**src/ptds_pkg.sv**
```systemverilog
// ----------------------------------------------------------------------------
// ptds_pkg: shared types and constants of the periodic task due scheduler
// Operation codes, result kinds, field widths and the sequencer states.
// ----------------------------------------------------------------------------
`default_nettype none

package ptds_pkg;

  // Widths of the item fields.
  localparam int WORD_W  = 32;
  localparam int SLOT_W  = 4;
  localparam int OP_W    = 2;
  localparam int KIND_W  = 2;
  localparam int MAX_SLOTS = 16;

  // Operation carried by an input item.
  typedef enum logic [OP_W-1:0] {
    OP_REGISTER   = 2'd0,
    OP_UNREGISTER = 2'd1,
    OP_SET_ENABLE = 2'd2,
    OP_RUN        = 2'd3
  } op_t;

  // Kind of a result item.
  typedef enum logic [KIND_W-1:0] {
    KIND_ACK  = 2'd0,
    KIND_DUE  = 2'd1,
    KIND_NONE = 2'd2
  } kind_t;

  // Status of a result item.
  localparam logic STATUS_OK       = 1'b0;
  localparam logic STATUS_REJECTED = 1'b1;

  // Write strobes into the slot memory.
  typedef struct packed {
    logic per_en;
    logic lr_en;
  } mem_wr_t;

  // Sequencer states.
  typedef enum logic [9:0] {
    S_IDLE = 10'b00_0000_0001,
    S_CMD  = 10'b00_0000_0010,
    S_RESP = 10'b00_0000_0100,
    S_FIND = 10'b00_0000_1000,
    S_SCAN = 10'b00_0001_0000,
    S_CHK  = 10'b00_0010_0000,
    S_ADV  = 10'b00_0100_0000,
    S_SNAP = 10'b00_1000_0000,
    S_PUSH = 10'b01_0000_0000,
    S_FIN  = 10'b10_0000_0000
  } state_t;

endpackage

`default_nettype wire

```
**src/ptds_alu.sv**
```systemverilog
// ----------------------------------------------------------------------------
// ptds_alu: shared add/subtract and compare unit
// Computes a + b or a - b modulo 2^32 and compares the result against c.
// ----------------------------------------------------------------------------
`default_nettype none

module ptds_alu (
  input  wire logic [ptds_pkg::WORD_W-1:0] a,
  input  wire logic [ptds_pkg::WORD_W-1:0] b,
  input  wire logic [ptds_pkg::WORD_W-1:0] c,
  input  wire logic                        sub,
  output logic      [ptds_pkg::WORD_W-1:0] res,
  output logic                             ge
);

  // One adder serves both directions; the compare follows it.
  assign res = sub ? (a - b) : (a + b);
  assign ge  = (res >= c);

endmodule

`default_nettype wire

```
**src/ptds_slot_mem.sv**
```systemverilog
// ----------------------------------------------------------------------------
// ptds_slot_mem: interval and last-run storage of the task slots
// One write port and one read port with registered read data.
// ----------------------------------------------------------------------------
`default_nettype none

module ptds_slot_mem #(
  parameter int DEPTH = 16,
  parameter int AW    = 4
) (
  input  wire logic                        clk,
  input  wire logic                        rd_en,
  input  wire logic [AW-1:0]               rd_addr,
  output logic      [ptds_pkg::WORD_W-1:0] rd_per,
  output logic      [ptds_pkg::WORD_W-1:0] rd_lr,
  input  wire ptds_pkg::mem_wr_t           wr,
  input  wire logic [AW-1:0]               wr_addr,
  input  wire logic [ptds_pkg::WORD_W-1:0] wr_per,
  input  wire logic [ptds_pkg::WORD_W-1:0] wr_lr
);

  logic [ptds_pkg::WORD_W-1:0] per_mem [DEPTH];
  logic [ptds_pkg::WORD_W-1:0] lr_mem  [DEPTH];

  // Write port.
  always_ff @(posedge clk) begin
    if (wr.per_en) begin
      per_mem[wr_addr] <= wr_per;
    end
    if (wr.lr_en) begin
      lr_mem[wr_addr] <= wr_lr;
    end
  end

  // Registered read port.
  always_ff @(posedge clk) begin
    if (rd_en) begin
      rd_per <= per_mem[rd_addr];
      rd_lr  <= lr_mem[rd_addr];
    end
  end

endmodule

`default_nettype wire

```
**src/periodic_task_due_scheduler_core.sv**
```systemverilog
// ----------------------------------------------------------------------------
// periodic_task_due_scheduler_core: table of periodic task slots
// Registers, frees and enables task slots and reports the slots that are due
// at a given tick, walking the table one slot at a time.
// ----------------------------------------------------------------------------
// Unregister and set enable pass a command state, then the acknowledge;
// register rejects a zero interval at once, else seeks the lowest free slot.
// Run skips unused or disabled slots and checks each live slot; a due slot
// takes three passes through the shared adder and a memory read, then the run
// finishes. The sequencer waits on a stalled output and takes one item at
// a time. Reset (synchronous, rst_n low) empties the table and drops any result.
// ----------------------------------------------------------------------------
`default_nettype none

module periodic_task_due_scheduler_core #(
  parameter int SLOTS = 16
) (
  input  wire logic        clk,
  input  wire logic        rst_n,
  // Input channel.
  input  wire logic        in_tvalid,
  output logic             in_tready,
  input  wire logic [71:0] in_tdata,   // now_tick[31:0], period[63:32], slot[67:64],
                                       // enable_flag[68], zero[71:69]
  input  wire logic [1:0]  in_tuser,   // operation[1:0]
  // Result channel.
  output logic             out_tvalid,
  input  wire logic        out_tready,
  output logic [7:0]       out_tdata,  // status[0], slot_out[4:1], zero[7:5]
  output logic [1:0]       out_tuser,  // kind[1:0]
  output logic             out_tlast
);

  localparam int WORD_W = ptds_pkg::WORD_W;
  localparam int SLOT_W = ptds_pkg::SLOT_W;
  localparam int ACTIVE = (SLOTS > ptds_pkg::MAX_SLOTS) ? ptds_pkg::MAX_SLOTS : SLOTS;
  localparam int IDX_W  = (ACTIVE > 1) ? $clog2(ACTIVE) : 1;
  localparam logic [IDX_W-1:0]  IDX_LAST   = IDX_W'(ACTIVE - 1);
  localparam logic [SLOT_W:0]   ACTIVE_EXT = (SLOT_W + 1)'(ACTIVE);

  // Control state.
  ptds_pkg::state_t state_r, state_nxt;
  logic [IDX_W-1:0]  idx_r, idx_nxt;
  logic [ACTIVE-1:0] used_r, used_nxt;
  logic [ACTIVE-1:0] enabled_r, enabled_nxt;
  logic              pend_v_r, pend_v_nxt;
  logic              out_valid_r, out_valid_nxt;

  // Payload registers.
  ptds_pkg::op_t      op_r, op_nxt;
  logic [WORD_W-1:0]  now_r, now_nxt;
  logic [WORD_W-1:0]  per_r, per_nxt;
  logic [SLOT_W-1:0]  slot_r, slot_nxt;
  logic               en_r, en_nxt;
  logic [WORD_W-1:0]  lr2_r, lr2_nxt;
  logic [IDX_W-1:0]   pend_slot_r, pend_slot_nxt;
  logic               resp_status_r, resp_status_nxt;
  logic [SLOT_W-1:0]  resp_slot_r, resp_slot_nxt;
  ptds_pkg::kind_t    out_kind_r, out_kind_nxt;
  logic               out_status_r, out_status_nxt;
  logic [SLOT_W-1:0]  out_slot_r, out_slot_nxt;
  logic               out_last_r, out_last_nxt;

  // Shared unit and memory hookup.
  logic [WORD_W-1:0]  alu_a, alu_b, alu_res;
  logic               alu_sub, alu_ge;
  logic               rd_en;
  logic [WORD_W-1:0]  rd_per, rd_lr;
  ptds_pkg::mem_wr_t  mem_wr;
  logic [IDX_W-1:0]   wr_addr;
  logic [WORD_W-1:0]  wr_per, wr_lr;

  logic               out_free;
  logic               slot_ok;
  logic [IDX_W-1:0]   slot_idx;

  ptds_alu u_alu (
    .a   (alu_a),
    .b   (alu_b),
    .c   (rd_per),
    .sub (alu_sub),
    .res (alu_res),
    .ge  (alu_ge)
  );

  ptds_slot_mem #(
    .DEPTH (ACTIVE),
    .AW    (IDX_W)
  ) u_mem (
    .clk     (clk),
    .rd_en   (rd_en),
    .rd_addr (idx_r),
    .rd_per  (rd_per),
    .rd_lr   (rd_lr),
    .wr      (mem_wr),
    .wr_addr (wr_addr),
    .wr_per  (wr_per),
    .wr_lr   (wr_lr)
  );

  // The output register can take a new item when empty or being drained.
  assign out_free  = !out_valid_r || out_tready;
  assign in_tready = (state_r == ptds_pkg::S_IDLE);

  // Slot index check for unregister and set enable.
  assign slot_idx = slot_r[IDX_W-1:0];
  assign slot_ok  = ({1'b0, slot_r} < ACTIVE_EXT) && used_r[slot_idx];

  // Shared unit operand selection: elapsed time, advance, then re-check.
  always_comb begin
    alu_a   = now_r;
    alu_b   = rd_lr;
    alu_sub = 1'b1;
    case (state_r)
      ptds_pkg::S_ADV: begin
        alu_a   = rd_lr;
        alu_b   = rd_per;
        alu_sub = 1'b0;
      end
      ptds_pkg::S_SNAP: begin
        alu_a   = now_r;
        alu_b   = lr2_r;
        alu_sub = 1'b1;
      end
      default: begin
        alu_a   = now_r;
        alu_b   = rd_lr;
        alu_sub = 1'b1;
      end
    endcase
  end

  // Sequencer.
  always_comb begin
    state_nxt       = state_r;
    idx_nxt         = idx_r;
    used_nxt        = used_r;
    enabled_nxt     = enabled_r;
    pend_v_nxt      = pend_v_r;
    pend_slot_nxt   = pend_slot_r;
    op_nxt          = op_r;
    now_nxt         = now_r;
    per_nxt         = per_r;
    slot_nxt        = slot_r;
    en_nxt          = en_r;
    lr2_nxt         = lr2_r;
    resp_status_nxt = resp_status_r;
    resp_slot_nxt   = resp_slot_r;
    out_valid_nxt   = out_valid_r && !out_tready;
    out_kind_nxt    = out_kind_r;
    out_status_nxt  = out_status_r;
    out_slot_nxt    = out_slot_r;
    out_last_nxt    = out_last_r;
    rd_en           = 1'b0;
    mem_wr          = '0;
    wr_addr         = idx_r;
    wr_per          = per_r;
    wr_lr           = now_r;

    case (state_r)
      ptds_pkg::S_IDLE: begin
        if (in_tvalid) begin
          op_nxt   = ptds_pkg::op_t'(in_tuser);
          now_nxt  = in_tdata[31:0];
          per_nxt  = in_tdata[63:32];
          slot_nxt = in_tdata[67:64];
          en_nxt   = in_tdata[68];
          idx_nxt  = '0;
          pend_v_nxt = 1'b0;
          case (ptds_pkg::op_t'(in_tuser))
            ptds_pkg::OP_REGISTER: begin
              if (in_tdata[63:32] == '0) begin
                resp_status_nxt = ptds_pkg::STATUS_REJECTED;
                resp_slot_nxt   = '0;
                state_nxt       = ptds_pkg::S_RESP;
              end else begin
                state_nxt = ptds_pkg::S_FIND;
              end
            end
            ptds_pkg::OP_RUN: state_nxt = ptds_pkg::S_SCAN;
            default:          state_nxt = ptds_pkg::S_CMD;
          endcase
        end
      end

      // Unregister or set enable on a single slot.
      ptds_pkg::S_CMD: begin
        resp_slot_nxt = '0;
        wr_addr       = slot_idx;
        if (!slot_ok) begin
          resp_status_nxt = ptds_pkg::STATUS_REJECTED;
        end else begin
          resp_status_nxt = ptds_pkg::STATUS_OK;
          if (op_r == ptds_pkg::OP_UNREGISTER) begin
            used_nxt[slot_idx]    = 1'b0;
            enabled_nxt[slot_idx] = 1'b0;
            mem_wr.per_en         = 1'b1;
            mem_wr.lr_en          = 1'b1;
            wr_per                = '0;
            wr_lr                 = '0;
          end else begin
            enabled_nxt[slot_idx] = en_r;
          end
        end
        state_nxt = ptds_pkg::S_RESP;
      end

      // Single acknowledge item.
      ptds_pkg::S_RESP: begin
        if (out_free) begin
          out_valid_nxt  = 1'b1;
          out_kind_nxt   = ptds_pkg::KIND_ACK;
          out_status_nxt = resp_status_r;
          out_slot_nxt   = resp_slot_r;
          out_last_nxt   = 1'b1;
          state_nxt      = ptds_pkg::S_IDLE;
        end
      end

      // Search for the lowest free slot.
      ptds_pkg::S_FIND: begin
        if (!used_r[idx_r]) begin
          used_nxt[idx_r]    = 1'b1;
          enabled_nxt[idx_r] = 1'b1;
          mem_wr.per_en      = 1'b1;
          mem_wr.lr_en       = 1'b1;
          resp_status_nxt    = ptds_pkg::STATUS_OK;
          resp_slot_nxt      = SLOT_W'(idx_r);
          state_nxt          = ptds_pkg::S_RESP;
        end else if (idx_r == IDX_LAST) begin
          resp_status_nxt = ptds_pkg::STATUS_REJECTED;
          resp_slot_nxt   = '0;
          state_nxt       = ptds_pkg::S_RESP;
        end else begin
          idx_nxt = idx_r + 1'b1;
        end
      end

      // Visit a slot; live slots get their interval and last run read.
      ptds_pkg::S_SCAN: begin
        if (used_r[idx_r] && enabled_r[idx_r]) begin
          rd_en     = 1'b1;
          state_nxt = ptds_pkg::S_CHK;
        end else if (idx_r == IDX_LAST) begin
          state_nxt = ptds_pkg::S_FIN;
        end else begin
          idx_nxt = idx_r + 1'b1;
        end
      end

      // Elapsed time against the interval.
      ptds_pkg::S_CHK: begin
        if (alu_ge) begin
          state_nxt = ptds_pkg::S_ADV;
        end else if (idx_r == IDX_LAST) begin
          state_nxt = ptds_pkg::S_FIN;
        end else begin
          idx_nxt   = idx_r + 1'b1;
          state_nxt = ptds_pkg::S_SCAN;
        end
      end

      // Advance last run by one interval.
      ptds_pkg::S_ADV: begin
        lr2_nxt   = alu_res;
        state_nxt = ptds_pkg::S_SNAP;
      end

      // Snap to the current tick if still a full interval behind.
      ptds_pkg::S_SNAP: begin
        mem_wr.lr_en = 1'b1;
        wr_lr        = alu_ge ? now_r : lr2_r;
        state_nxt    = ptds_pkg::S_PUSH;
      end

      // Hold the due slot; the one before it is sent as not last.
      ptds_pkg::S_PUSH: begin
        if (!pend_v_r || out_free) begin
          if (pend_v_r) begin
            out_valid_nxt  = 1'b1;
            out_kind_nxt   = ptds_pkg::KIND_DUE;
            out_status_nxt = ptds_pkg::STATUS_OK;
            out_slot_nxt   = SLOT_W'(pend_slot_r);
            out_last_nxt   = 1'b0;
          end
          pend_v_nxt    = 1'b1;
          pend_slot_nxt = idx_r;
          if (idx_r == IDX_LAST) begin
            state_nxt = ptds_pkg::S_FIN;
          end else begin
            idx_nxt   = idx_r + 1'b1;
            state_nxt = ptds_pkg::S_SCAN;
          end
        end
      end

      // Final item of a run.
      ptds_pkg::S_FIN: begin
        if (out_free) begin
          out_valid_nxt  = 1'b1;
          out_status_nxt = ptds_pkg::STATUS_OK;
          out_last_nxt   = 1'b1;
          if (pend_v_r) begin
            out_kind_nxt = ptds_pkg::KIND_DUE;
            out_slot_nxt = SLOT_W'(pend_slot_r);
          end else begin
            out_kind_nxt = ptds_pkg::KIND_NONE;
            out_slot_nxt = '0;
          end
          pend_v_nxt = 1'b0;
          state_nxt  = ptds_pkg::S_IDLE;
        end
      end

      default: state_nxt = ptds_pkg::S_IDLE;
    endcase
  end

  // Control registers.
  always_ff @(posedge clk) begin
    if (!rst_n) begin
      state_r     <= ptds_pkg::S_IDLE;
      idx_r       <= '0;
      used_r      <= '0;
      enabled_r   <= '0;
      pend_v_r    <= 1'b0;
      out_valid_r <= 1'b0;
    end else begin
      state_r     <= state_nxt;
      idx_r       <= idx_nxt;
      used_r      <= used_nxt;
      enabled_r   <= enabled_nxt;
      pend_v_r    <= pend_v_nxt;
      out_valid_r <= out_valid_nxt;
    end
  end

  // Payload registers.
  always_ff @(posedge clk) begin
    op_r          <= op_nxt;
    now_r         <= now_nxt;
    per_r         <= per_nxt;
    slot_r        <= slot_nxt;
    en_r          <= en_nxt;
    lr2_r         <= lr2_nxt;
    pend_slot_r   <= pend_slot_nxt;
    resp_status_r <= resp_status_nxt;
    resp_slot_r   <= resp_slot_nxt;
    out_kind_r    <= out_kind_nxt;
    out_status_r  <= out_status_nxt;
    out_slot_r    <= out_slot_nxt;
    out_last_r    <= out_last_nxt;
  end

  // Result channel.
  assign out_tvalid = out_valid_r;
  assign out_tdata  = {3'b000, out_slot_r, out_status_r};
  assign out_tuser  = out_kind_r;
  assign out_tlast  = out_last_r;

endmodule

`default_nettype wire
```
**config.mk**
```make
export PLATFORM = sky130hd
export DESIGN_NAME = periodic_task_due_scheduler_core
export DESIGN_NICKNAME = d
export VERILOG_FILES = /design/src/ptds_pkg.sv /design/src/ptds_alu.sv /design/src/ptds_slot_mem.sv /design/src/periodic_task_due_scheduler_core.sv
export SDC_FILE = /design/constraint.sdc
export NUM_CORES = 2
export LEC_CHECK = 0
export BUFFER_PORTS_ARGS = -buffer_cell sky130_fd_sc_hd__buf_2
export CAP_MARGIN = 15
export CORE_ASPECT_RATIO = 0.7
export CORE_UTILIZATION = 27
export CTS_CLUSTER_DIAMETER = 120
export CTS_CLUSTER_SIZE = 8
export DETAILED_ROUTE_END_ITERATION = 6
export GPL_ROUTABILITY_DRIVEN = 0
export HOLD_SLACK_MARGIN = 0.1
export PLACE_DENSITY = 0.46
export SLEW_MARGIN = 15
export SYNTH_ARGS = -nofsm -noshare
export SYNTH_HDL_FRONTEND = slang
export SYNTH_HIERARCHICAL = 1
export SYNTH_SLANG_ARGS = --single-unit
```
**constraint.sdc**
```tcl
create_clock -name clk -period 8.1 [get_ports clk]
set_clock_uncertainty 0.15 [all_clocks]
set_input_delay 0 -clock clk [delete_from_list [all_inputs] [get_ports clk]]
set_output_delay 0 -clock clk [all_outputs]
set_load 0.05 [all_outputs]
```
==> reports/results.ini <==
[drt]
wl_per_cell_um=25.01
route.detailed.drc=0
wl_mm=151.5
vias=29520
firstDrtPassIters=5
vias_per_cell=4.875
drt_iter0_drc=3088
antenna_left=0

[critical_path]
arrival_ns=8.19
critPathLaunchType=flip-flop
rrSetupSlack_ns=0.47
cpMostUsedCell=a21o_1
slowest_delay_ns=0.55
critPathCaptureType=flip-flop
cp.required_ns=8.66
crit_slowest_cell=or4_4
path_max_fanout=5
crit_type=reg -> reg

[yosys]
syn_inst=3006
ys_seq_area_frac=0.7115
synth_area_um2=52330
synth_edf_count=1208
yosys_warnings=6
async_flop_share=0
avgSynthCellArea_um2=17.41
ys_ff_latch=1256
ys_types=80
synth_top_flop_cell=edfxtp_1

[place]
io_buffers=84
dpl_cell_area_um2=56830
hpwlAfterDp_mm=91.16
pre_cts_ws_ns=0.06544
dp_cells=5677

[timing]
hold_ws_ns=0.2221
slew_headroom=0.2468
setup_ws_ns=0.4737
maxSlewViolCount=0
period_needed_ns=7.626
setup_violations=0
worst_pin_slew_ns=1.127
fmax_mhz=131.1
post-route-period-util=0.9415
final-hold-violation-count=0

[clock_tree]
insertion_delay_ns=0.81
cts_buffer_depth=3
cts_tree=done
cts.clk_slew.worst_paths_ns=0.06
cts_buffers=175
cts_htree_levels=4
cts_root_buf=clkbuf_16
cts.sinks=1256

[global_route]
first_global_vias=29330
grt_start_max_net_pins=91
antenna_found_initial=13
gr-total-overflow=0
grt_pass1_wl_mm=216.6
groute.usage.overall=0.1540

[pwr]
power_frac_comb=0.099
power_switching_w=0.003688
power_density_nw_per_um2=245.7
ir_worst_vdd_mv=0.1891
swShare=0.2366
p_leak_nw=20.37
pwr-share-clk=0.423
finalPower_w=0.01559
intPower_w=0.01190
seqPwrFrac=0.477

[outcome]
outcome=complete, no violations

[flow_run]
maxCapViolations=0

[layout]
area_growth_pct=21.22
drive_above_1_share=0.2488
fill_cells=18340
final_cell_mix=1208 x edfxtp_1, 265 x mux4_2, 263 x nand2_1, 176 x clkbuf_16, 164 x a22oi_1
final_common_cell=edfxtp_1
fin_area_um2=63440
fin_cells=6056
layout.nets=3579

[die]
rows=134
ios=91
die_x_um=528.2
initial_core_util=0.2731
core_area_um2=191600
dieArea_um2=195600
die_h_um=370.3

[hold_path]
hold_class=in -> reg

==> routing by layer <==
layer	vias to the layer above	part of all wire	track usage	wire length, µm
met3	172	0.070	0.03352	10550
met2	956	0.42	0.2149	63650
met5	-	0	0	0
met1	15490	0.50	0.2393	75080
met4	0	0.014	0.03581	2190
li1	12900	-	-	-
==> metrics by stage <==
| stage | setup TNS, ns | utilization |
|---|---|---|
| floorplan | 0 | - |
| global placement | 0 | 0.2964 |
| detailed placement | 0 | 0.2965 |
| CTS | 0 | 0.3291 |
| global route | -0.01435 | 0.3310 |
| finish | 0 | 0.3310 |
==> flip-flops by register name, summed over array words and instances, names as in the netlist, 4 cells and up <==
signal	count
enabled_r	16
idx_r	4
lr2_r	32
now_r	32
out_slot_r	4
pend_slot_r	4
per_r	32
resp_slot_r	4
slot_idx	4
state_r	10
u_mem/lr_mem	512
u_mem/per_mem	512
u_mem/rd_lr	32
u_mem/rd_per	32
used_r	16
==> path summary, 6_finish.rpt <==
check | start | to | cells after the start
setup / recovery | state_r[3] | idx_r[3] | 35
hold / removal | in_tuser[1] | state_r[1] | 6
setup reg to reg | state_r[3] | idx_r[3] | 35
hold reg to reg | enabled_r[6] | enabled_r[6] | 2
==> power groups by stage <==
stage	Clock [W]	Combinational [W]	Sequential (W)
6_report	0.00659	0.00155	0.00744
5_1_grt	0.00702	0.00169	0.00744
4_1_cts	0.00678	0.00154	0.00744
3_5_place_dp	0	0.00148	0.00757
3_3_place_gp	0	0.00147	0.00757
2_1_floorplan	0	0.00105	0.00750
==> critical path, delay by kind of cell, from the launching register on <==
family,cells,cell delay [ns]
flops,1,0.31
fa+ha+maj,2,0.55
compound gates,12,2.40
xor+xnor,2,0.37
buf+inv,3,0.49
simple gates,16,3.29
==> timing repair <==
| item | CTS | global route |
|---|---|---|
| hold buffers | 149 | 0 |
| gates resized for setup | 1 | 52 |
| hold endpoints to repair | 178 | 0 |
| endpoints found under the setup margin | 7 | 518 |
| pin swaps | 0 | 27 |
| buffers inserted | 0 | 8 |
==> area by class of cell <==
class | count | area (µm²) | area share
Clock inverter | 15 | 257.7 | 0.004063
Tap cell | 2584 | 3233 | 0.05096
Timing Repair Buffer | 408 | 3438 | 0.05420
Antenna cell | 8 | 20.02 | 0.0003156
Clock buffer | 196 | 4489 | 0.07077
Sequential cell | 1256 | 37240 | 0.5871
Multi-Input combinational cell | 1529 | 14530 | 0.2291
Inverter | 60 | 225.2 | 0.003550
==> cell usage after synthesis (11+ instances only) <==
master    count  area share
edfxtp_1   1208        0.69
nand2_1     267       0.019
mux4_2      265        0.11
a22oi_1     164       0.024
nor2_1      107      0.0077
a21oi_1      89      0.0085
o21ai_0      89      0.0085
clkbuf_1     76      0.0055
ha_1         70       0.017
inv_1        59      0.0042
xnor2_1      55      0.0092
dfxtp_1      48       0.018
nor2b_1      47      0.0056
buf_2        38      0.0036
nand3_1      35      0.0033
mux2_2       33      0.0071
a21o_1       25      0.0036
nor3_1       22      0.0021
buf_1        18      0.0013
nor4_1       18      0.0022
a31oi_1      16      0.0019
nand2b_1     16      0.0019
buf_6        15      0.0032
buf_4        14      0.0020
nand4_1      14      0.0017
and3_1       13      0.0016
and2_1       12      0.0014
o221a_2      12      0.0026
o22ai_1      11      0.0013
==> kinds of logic after synthesis <==
family / share of synthesized area
AND/OR/NAND/NOR: 0.05466
AO/OA/AOI/OAI: 0.06250
multiplexers: 0.1235
flip-flops: 0.7115
XOR/XNOR: 0.01054
buffers and inverters: 0.02011
other: 0.00007166
adder cells (fa/ha/maj): 0.01712
Note: power is estimated with default switching activity, not from simulation.
